===== config.mk =====
export PLATFORM = sky130hd
export DESIGN_NAME = parl_cmp
export DESIGN_NICKNAME = d
export VERILOG_FILES = /design/src/rtl/parl_pkg.sv /design/src/rtl/parl_cmp.sv
export SDC_FILE = /design/constraint.sdc
export NUM_CORES = 1
export LEC_CHECK = 0
export BUFFER_PORTS_ARGS = -buffer_cell sky130_fd_sc_hd__buf_2
export CORE_AREA = 2 2 126 128
export DETAILED_ROUTE_END_ITERATION = 10
export DIE_AREA = 0 0 128 130
export GPL_TIMING_DRIVEN = 1
export PLACE_DENSITY = 0.55
export SYNTH_ARGS = -nofsm -noshare
export SYNTH_HDL_FRONTEND = slang
export SYNTH_SLANG_ARGS = --single-unit

===== constraint.sdc =====
create_clock -name vclk -period 2.77
set_input_delay 0.554 -clock vclk [all_inputs]
set_output_delay 0.554 -clock vclk [all_outputs]
set_load 0.02 [all_outputs]

===== src/rtl/parl_pkg.sv =====
`timescale 1ns / 1ps

package parl_pkg;

  localparam int LOG_DEPTH_DEF = 32;

  localparam int SEG_W = 16;
  localparam int SRC_W = 16;
  localparam int ADDR_W = 64;
  localparam int LEN_W = 64;
  localparam int ACC_W = 2;

  // Action codes of an input word
  localparam logic ACT_RECORD = 1'b0;
  localparam logic ACT_DRAIN  = 1'b1;

  // Status codes of a result word
  localparam logic ST_OK   = 1'b0;
  localparam logic ST_FULL = 1'b1;

  typedef struct packed {
    logic [SEG_W-1:0]  segment;
    logic [SRC_W-1:0]  source_id;
    logic [ADDR_W-1:0] base;
    logic [LEN_W-1:0]  length;
    logic [ACC_W-1:0]  access;
  } parl_entry_t;

  typedef enum logic [2:0] {
    ST_IDLE,
    ST_SCAN_RD,
    ST_SCAN_CMP,
    ST_SHIFT_RD,
    ST_SHIFT_WR,
    ST_APPEND,
    ST_DRAIN_RD,
    ST_DRAIN_OUT
  } parl_state_t;

endpackage


===== src/rtl/parl_cmp.sv =====
`timescale 1ns / 1ps

module parl_cmp (
  input  parl_pkg::parl_entry_t key,
  input  parl_pkg::parl_entry_t cand,
  output logic                  match
);

  // Match on range identity; only a granting entry can be revoked
  assign match = (key.segment == cand.segment) &&
                 (key.source_id == cand.source_id) &&
                 (key.base == cand.base) &&
                 (key.length == cand.length) &&
                 (cand.access != '0);

endmodule


==> qor.yml, run 1 <==
period_needed_ns: 2.70
globalplace.congestion: 0.767
final_util: 0.255
antenna_found_initial: 1
core_sq_um: 15400
vias_per_cell: 3.92
start_kind: "primary input"
worstPathRequired_ns: 2.22
grt-ovfl-total: 0
placement.setup.worst_slack_ns: -0.306
rsz0062_at_grt: "false"
fin_area_sq_um: 3940
grt_usage: 0.114
cp.arrival_ns: 2.14
regArea_sq_um: 0
grt_pass1_vias: 2957
nFillCells: 1755
maxUsedRoutingLayer: "met4"
grt_pass1_wl_mm: 14.4
drv_slew: 0
period_share: 0.973
grt_max_degree: 3
cp-end-kind: "output pin"
clock_buffers: 0
seq_cells: 0
die_w_um: 128
syn_avg_cell_area_sq_um: 7.42
critical_path.max_stage_delay_ns: 0.45
syn_area_sq_um: 1890
path_class: "in2out"
worst_slew_margin_rel: 0.632
syn2layout_area_growth_pct: 108
drt_pass1_iterations: 4
hold_viol_final: 0
placed_area_sq_um: 3810
nNetsFinal: 912
power_uw: 534
wl_met2_mm: 5.80
cap_violations: 0
yosysUniqueCellTypes: 25
row_count: 46
path_delay_family: "simple AND/OR/NAND/NOR gates"
met1Wirelength_mm: 3.97
worstMarginPinSlew_ns: 0.552
dr_wl_met3_mm: 1.09
min_to: "match"
fmax_ghz: 0.371
start_util: 0.123
dp_hpwl_mm: 10.5
wire_per_inst_um: 14.1
routed_wl_mm: 10.9
p_leak_uw: 0.00211
outcome: "completed"
whs_path_depth: 6
cpMostUsedCell: "buf_6"
dieArea_sq_um: 16600
peakVddDrop_mv: 0.0437
num_antenna_cells: 0
synth_nets: 579
path_cells: "buf_6 > nor2b_4 > a2111o_1 > a2111oi_4 > nand4_1 > nor4_2 > and3_1 > buf_6"
yosys_warnings: 0
drcViolationCount: 0
setup_viol_count_final: 0
powerDensity_nw_per_um2: 136
chipHeight_um: 130
io_buffers: 323
ant_nets: 0
timing.final.ws_setup_ns: 0.0746
first_iter_violations: 70
ioPinCount: 325
yosysSeqAreaShare: 0
hold_path_class: "in2out"
cp_max_fo: 2
path_buf_inv: 2
drive_gt1_frac: 0.597
holdCritStartpoint: "key[154]"
dr_total_vias: 3053
synth_cells: 255
slowest_stage: "a2111o_1"
[layout by cell type, fill, tap and decap left out]
cell type / count
and3_1: 1
nor3_1: 1
nand2b_1: 3
nor4_2: 7
o221ai_1: 2
a22o_1: 5
buf_2: 320
nand4_1: 14
a2111o_1: 1
xnor2_1: 30
inv_1: 34
nand4_4: 1
and2b_1: 1
a221oi_2: 1
buf_6: 3
nand2b_2: 1
nor4_1: 24
clkinv_1: 1
nand3_1: 1
a2111oi_4: 2
o2111ai_4: 1
a222oi_1: 1
nor2b_1: 2
buf_4: 8
inv_2: 4
o22ai_1: 13
nor2b_4: 2
o2111ai_1: 1
xor2_1: 91
o2bb2ai_1: 6
a221oi_1: 4
[per-layer routing]
layer / vias up / track usage
met2: 192 / 0.238
met5: - / 0
met4: 0 / 0.00776
met1: 1286 / 0.123
met3: 2 / 0.0189
li1: 1573 / -
[worst max path at each step]
| stage | slack, ns | to | startpoint | cells after the start |
|---|---|---|---|---|
| after detailed placement | -0.31 | match | cand[63] | 8 |
| after CTS | -0.10 | match | cand[108] | 8 |
| after global placement | -0.24 | match | cand[103] | 8 |
| after floorplan | 0.30 | match | cand[103] | 6 |
| final | 0.07 | match | cand[108] | 8 |
| after global routing | 0.006 | match | cand[41] | 9 |
[synthesized netlist by cell type, types with 2 or more instances]
cell type   n  area [sq um]
xnor2_1    30           263
nor2b_1     3          18.8
o2bb2ai_1   6          52.6
nor4_1     31           194
a221oi_1    5          43.8
inv_1      35           131
o2111ai_1   2          17.5
xor2_1     91           797
a22o_1      5          43.8
inv_2       3          11.3
o22ai_1    13          81.3
o221ai_1    2          17.5
nand2b_1    4          25.0
nand4_1    14          87.6
[report_power, final]
group          switching (uW)  internal, uW
sequential                  0             0
clock                       0             0
combinational             235           299
total                     235           299
[through the flow]
step           setup TNS [ns]  hold WS [ns]  instances
3_5_place_dp           -0.306          1.73        778
3_3_place_gp           -0.240          1.74        778
2_1_floorplan               0          1.46        255
5_1_grt                     0          1.72        778
6_report                    0          1.70        778
4_1_cts                -0.103          1.67        778
[kinds of logic (layout without fill, tap and decap cells)]
| family | Yosys count | in the layout | share of synthesized area |
|---|---|---|---|
| compound gates | 37 | 37 | 0.159 |
| xor+xnor | 121 | 121 | 0.560 |
| buf+inv | 39 | 370 | 0.0774 |
| simple gates | 58 | 58 | 0.203 |
[repair_timing]
| action | CTS | global route |
|---|---|---|
| gates resized for setup | 12 | 10 |
| pin swaps | 5 | 7 |
| hold endpoints to repair | 0 | 0 |
| setup endpoints to repair | 1 | 1 |
| setup buffers | 0 | 0 |
| hold buffers | 0 | 0 |
[area by class of cell]
cell class / count / area [sq um] / area share
Inverter: 39 / 146 / 0.0372
Tap cell: 192 / 240 / 0.0610
Multi-Input combinational cell: 216 / 1850 / 0.471
Timing Repair Buffer: 331 / 1700 / 0.431
Power figures use the tool's default switching activity.
==> inputs of run 2 (changes only) <==
==> constraint.sdc (replaced) <==
create_clock -name vclk -period 2.55
set_input_delay 0.51 -clock vclk [all_inputs]
set_output_delay 0.51 -clock vclk [all_outputs]
set_load 0.02 [all_outputs]
==> run 2 against run 1 <==
  * The flow now finishes with violations (negative setup slack)
  * Utilization grew 0.29 points
  * Via count grew 1.8%
  * Critical path depth did not move
  * Final cell count rose by 1.5%
  * Sequential share of layout area unchanged
  * Non-clock buffer count rose by 12
  * Worst hold slack got worse by 0.071 ns
  * First-iteration DRC count shrank 17%
  * Global-route usage down 0.14 points
  * Critical path type unchanged
  * Highest routed layer is now met3
==> qor.yml, run 2 (synthesized netlist as in run 1, its figures left out) <==
outcome: "finished with violations"
failed_checks: "negative setup slack"
maxUsedRoutingLayer: "met3"
period_needed_ns: 2.61
drv_slew: 0  # unchanged
antenna_found_initial: 0  # -1
wire_per_inst_um: 13.8  # -2.0%
worst_slew_margin_rel: 0.689  # +0.0569
placement.setup.worst_slack_ns: -0.343  # -0.0377 ns
final_cell_mix: "321 x buf_2, 91 x xor2_1, 35 x inv_1"
cp.arrival_ns: 2.10  # -0.04 ns
core_sq_um: 15400  # unchanged
ctsHoldBuffers: 0  # unchanged
start_util: 0.123  # unchanged
worstPathRequired_ns: 2.04  # -0.18 ns
grt-ovfl-total: 0  # unchanged
vias_per_cell: 3.93  # +0.22%
grt_pass1_vias: 2907  # -1.7%
drcViolationCount: 0  # unchanged
rsz0062_at_grt: "true"
fmax_ghz: 0.383
fin_cells: 790  # +1.5%
seq_cells: 0  # unchanged
die_w_um: 128  # unchanged
hold_path_class: "in2out"
nNetsFinal: 924  # +1.3%
wl_met2_mm: 5.87  # +1.3%
ant_nets: 0  # unchanged
dp.cells: 790  # +1.5%
routed_wl_mm: 10.9  # -0.48%
first_iter_violations: 58  # -17%
hold_viol_final: 0  # unchanged
drive_gt1_frac: 0.599  # +0.00139
row_count: 46  # unchanged
path_class: "in2out"
dr_total_vias: 3107  # +1.8%
period_share: 1.02
drt_pass1_iterations: 4  # unchanged
final_common_cell: "buf_2"
worstMarginPinSlew_ns: 0.467  # -0.0853 ns
dr_wl_met3_um: 928  # -15%
p_leak_uw: 0.00216  # +2.6%
grt_usage: 0.112  # -0.00138
syn2layout_area_growth_pct: 110
peakVddDrop_mv: 0.0456  # +4.5%
regArea_sq_um: 0  # unchanged
num_antenna_cells: 0  # unchanged
cap_violations: 0  # unchanged
powerDensity_nw_per_um2: 147  # +8.7%
grt_pass1_wl_mm: 14.2  # -1.2%
dieArea_sq_um: 16600  # unchanged
globalplace.congestion: 0.780  # +1.7%
io_buffers: 323  # unchanged
dp_hpwl_mm: 10.5  # about the same
cp-end-kind: "output pin"
setup_viol_count_final: 1  # +1
start_kind: "primary input"
met1Wirelength_mm: 4.08  # +2.7%
cp_max_fo: 2  # unchanged
timing.final.ws_setup_ns: -0.0597  # -0.134 ns
ioPinCount: 325  # unchanged
grt_max_degree: 3  # unchanged
clock_buffers: 0  # unchanged
chipHeight_um: 130  # unchanged
run 2: cell count changes in the layout (fill, tap and decap cells not counted):
| cell | previous run | this run |
|---|---|---|
| a2111oi_2 | 0 | 1 |
| a2111oi_4 | 2 | 1 |
| buf_2 | 320 | 321 |
| buf_4 | 8 | 20 |
| buf_6 | 3 | 2 |
| inv_1 | 34 | 35 |
| inv_2 | 4 | 3 |
| nand2b_1 | 3 | 4 |
| nand2b_2 | 1 | 0 |
| nor4_1 | 24 | 26 |
| nor4_2 | 7 | 5 |
| o2111ai_2 | 0 | 1 |
| o2111ai_4 | 1 | 0 |
run 2: routing by layer:
metal,up-vias,track usage
met5,-,0
met4,0,0
met3,0,0.0156
met2,185,0.239
met1,1324,0.124
li1,1598,-
run 2: stage by stage:
step | util | total power, uW | setup TNS, ns | cell area (sq um) | hold WS (ns)
floorplan | - | 209 | 0 | 1890 | 1.37
global placement | 0.253 | 577 | -0.343 | 3900 | 1.65
detailed placement | 0.253 | 581 | -0.343 | 3900 | 1.65
CTS | 0.256 | 592 | -0.213 | 3940 | 1.61
global route | 0.258 | 645 | -0.205 | 3980 | 1.68
finish | 0.258 | 587 | -0.0597 | 3980 | 1.63
run 2: final cells by class:
cell class                 instances  area (sq um)
multi-input combinational        216          1820
tap                              192           240
inverter                          39           146
fill                            1741         11400
timing repair buffer             343          1780
run 2: worst paths after layout:
check	startpoint	end	slack, ns	cells after the start
worst max-delay path	cand[108]	match	-0.06	8
worst min-delay path	key[149]	match	1.63	6
run 2: worst max-delay path, stage by stage:
cell and delay [ns]:
buf_6 0.09, nor2b_4 0.11, a2111o_1 0.44, a2111oi_4 0.22, nand4_1 0.19, nor4_2 0.18, and3_1 0.23, buf_6 0.13
run 2: timing repair:
| action | in CTS | in global routing |
|---|---|---|
| endpoints found under the setup margin | 1 | 1 |
| setup buffers | 0 | 0 |
| gates resized for setup | 9 | 6 |
| pin swaps | 5 | 5 |
| hold endpoints to repair | 0 | 0 |
run 2: report_power, final:
part	internal, uW	total [uW]	switching, uW
combinational	333	587	254
sequential	0	0	0
clock	0	0	0
==> inputs of run 3 (changes only) <==
--- a/config.mk
+++ b/config.mk
@@ -6,11 +6,14 @@
 export NUM_CORES = 1
 export LEC_CHECK = 0
 export BUFFER_PORTS_ARGS = -buffer_cell sky130_fd_sc_hd__buf_2
-export CORE_AREA = 2 2 126 128
+export CAP_MARGIN = 10
+export CELL_PAD_IN_SITES_DETAIL_PLACEMENT = 1
+export CELL_PAD_IN_SITES_GLOBAL_PLACEMENT = 2
+export CORE_MARGIN = 2
+export CORE_UTILIZATION = 11
 export DETAILED_ROUTE_END_ITERATION = 10
-export DIE_AREA = 0 0 128 130
 export GPL_TIMING_DRIVEN = 1
-export PLACE_DENSITY = 0.55
+export PLACE_DENSITY = 0.94
 export SYNTH_ARGS = -nofsm -noshare
 export SYNTH_HDL_FRONTEND = slang
 export SYNTH_SLANG_ARGS = --single-unit
==> run 3 against run 2 <==
  * Largest cell class unchanged
  * Utilization down 1.3 points
  * Routed wire length grew 14%
  * Fmax is 1.0% higher
  * Final cell count is 4.3% higher
  * The run still ends with negative setup slack left
  * Flip-flop and latch count stayed put
  * Setup slack gained 0.027 ns
  * Global-route usage increased by 0.95 points
==> qor.yml, run 3 (synthesized netlist as in run 1, its figures left out) <==
drt_pass1_iterations: 4  # unchanged
hold_viol_final: 0  # unchanged
seq_cells: 0  # unchanged
multi_input_area_sq_um: 1840  # +1.4%
hold_path_class: "in2out"
setup_viol_count_final: 1  # unchanged
placement.setup.worst_slack_ns: -0.318  # +0.0259 ns
die_w_um: 135  # +5.6%
dp.cells: 822  # +4.1%
routed_wl_mm: 12.4  # +14%
grt_pass1_vias: 3569  # +23%
ctsHoldBuffers: 0  # unchanged
clock_buffers: 0  # unchanged
start_util: 0.113  # -0.00937
syn2layout_area_growth_pct: 116
row_count: 47  # +2.2%
antenna_found_initial: 1  # +1
fin_area_sq_um: 4090  # +2.8%
ioPinCount: 325  # unchanged
drive_gt1_frac: 0.608  # +0.00895
num_antenna_cells: 0  # unchanged
period_needed_ns: 2.58  # -0.0269 ns
outcome: "finished with violations"
maxUsedRoutingLayer: "met4"
globalplace.congestion: 0.813  # +4.2%
drcViolationCount: 0  # unchanged
wl_met2_mm: 6.66  # +13%
cp-end-kind: "output pin"
start_kind: "primary input"
io_buffers: 323  # unchanged
peakVddDrop_mv: 0.0404  # -11%
cap_violations: 0  # unchanged
fin_cells: 824  # +4.3%
failed_checks: "negative setup slack"
final_cell_mix: "320 x buf_2, 91 x xor2_1, 35 x inv_1"
dieArea_sq_um: 18300  # +9.8%
vias_per_cell: 3.89  # -1.1%
period_share: 1.01  # -0.0105
ant_nets: 0  # unchanged
drv_slew: 0  # unchanged
grt_pass1_wl_mm: 17.2  # +21%
nFillCells: 2154  # +24%
grt-ovfl-total: 0  # unchanged
cp_max_fo: 1  # -1
final_common_cell: "buf_2"
worstMarginPinSlew_ns: 0.403  # -0.0642 ns
cp.arrival_ns: 2.07  # -0.03 ns
fin_hold_ws_ns: 1.59  # -0.0345 ns
rsz0062_at_grt: "true"
path_cells: "buf_2 > xor2_1 > nor4_1 > buf_4 > nand4_1 > nor4_2 > and3_1 > buf_6"
grt_usage: 0.122  # +0.00950
powerDensity_nw_per_um2: 147  # -0.29%
path_class: "in2out"
worstPathRequired_ns: 2.04  # about the same
slowest_stage: "nor4_1"
dr_total_vias: 3204  # +3.1%
core_sq_um: 16700  # +8.3%
first_iter_violations: 50  # -14%
critical_path.max_stage_delay_ns: 0.38  # -0.06 ns
dp_hpwl_mm: 11.9  # +14%
p_leak_uw: 0.00220  # +1.6%
regArea_sq_um: 0  # unchanged
placed_area_sq_um: 3960  # +1.7%
nNetsFinal: 930  # +0.65%
timing.final.ws_setup_ns: -0.0328  # +0.0269 ns
dr_wl_met3_mm: 1.01  # +9.1%
power_uw: 602  # +2.5%
chipHeight_um: 135  # +4.0%
met1Wirelength_mm: 4.59  # +13%
grt_max_degree: 3  # unchanged
wire_per_inst_um: 15.0  # +9.1%
worst_slew_margin_rel: 0.732  # +0.0428
fmax_ghz: 0.387  # +1.0%
run 3: changes by cell type in the layout (fill, tap and decap cells not counted), sizes merged:
cell  change
buf       +6
run 3: repair_timing:
action	in CTS	in global routing
gates cloned	0	0
pin swaps	5	8
endpoints found under the setup margin	1	1
gates resized for setup	12	8
setup buffers	1	1
run 3: power by group:
group	total [uW]	switching, uW	internal (uW)
logic	602	262	340
registers	0	0	0
clock network	0	0	0
run 3: final timing paths:
kind                  from     to  slack, ns  cells past startpoint
setup / recovery  cand[87]  match      -0.03                      8
hold / removal    key[149]  match       1.59                      6
run 3: area by class of cell:
class | count | area share
inverters | 39 | 0.0358
multi-input cells | 216 | 0.450
well taps | 220 | 0.0672
repair buffers | 349 | 0.447
run 3: metal layers:
metal,global-route usage,up-vias
li1,-,1608
met1,0.134,1408
met2,0.252,178
met3,0.0180,10
met4,0.00984,0
met5,0,-
run 3: per-stage QoR:
stage	TNS, ns	util
6_report	-0.0328	0.245
5_1_grt	-0.179	0.245
3_5_place_dp	-0.318	0.237
3_3_place_gp	-0.297	0.237
2_1_floorplan	0	-
4_1_cts	-0.206	0.242
run 3: worst max-delay path, delay by kind of cell:
kind	cells	cell delay [ns]
simple gates	4	1.00
xor+xnor	1	0.15
buf+inv	3	0.40
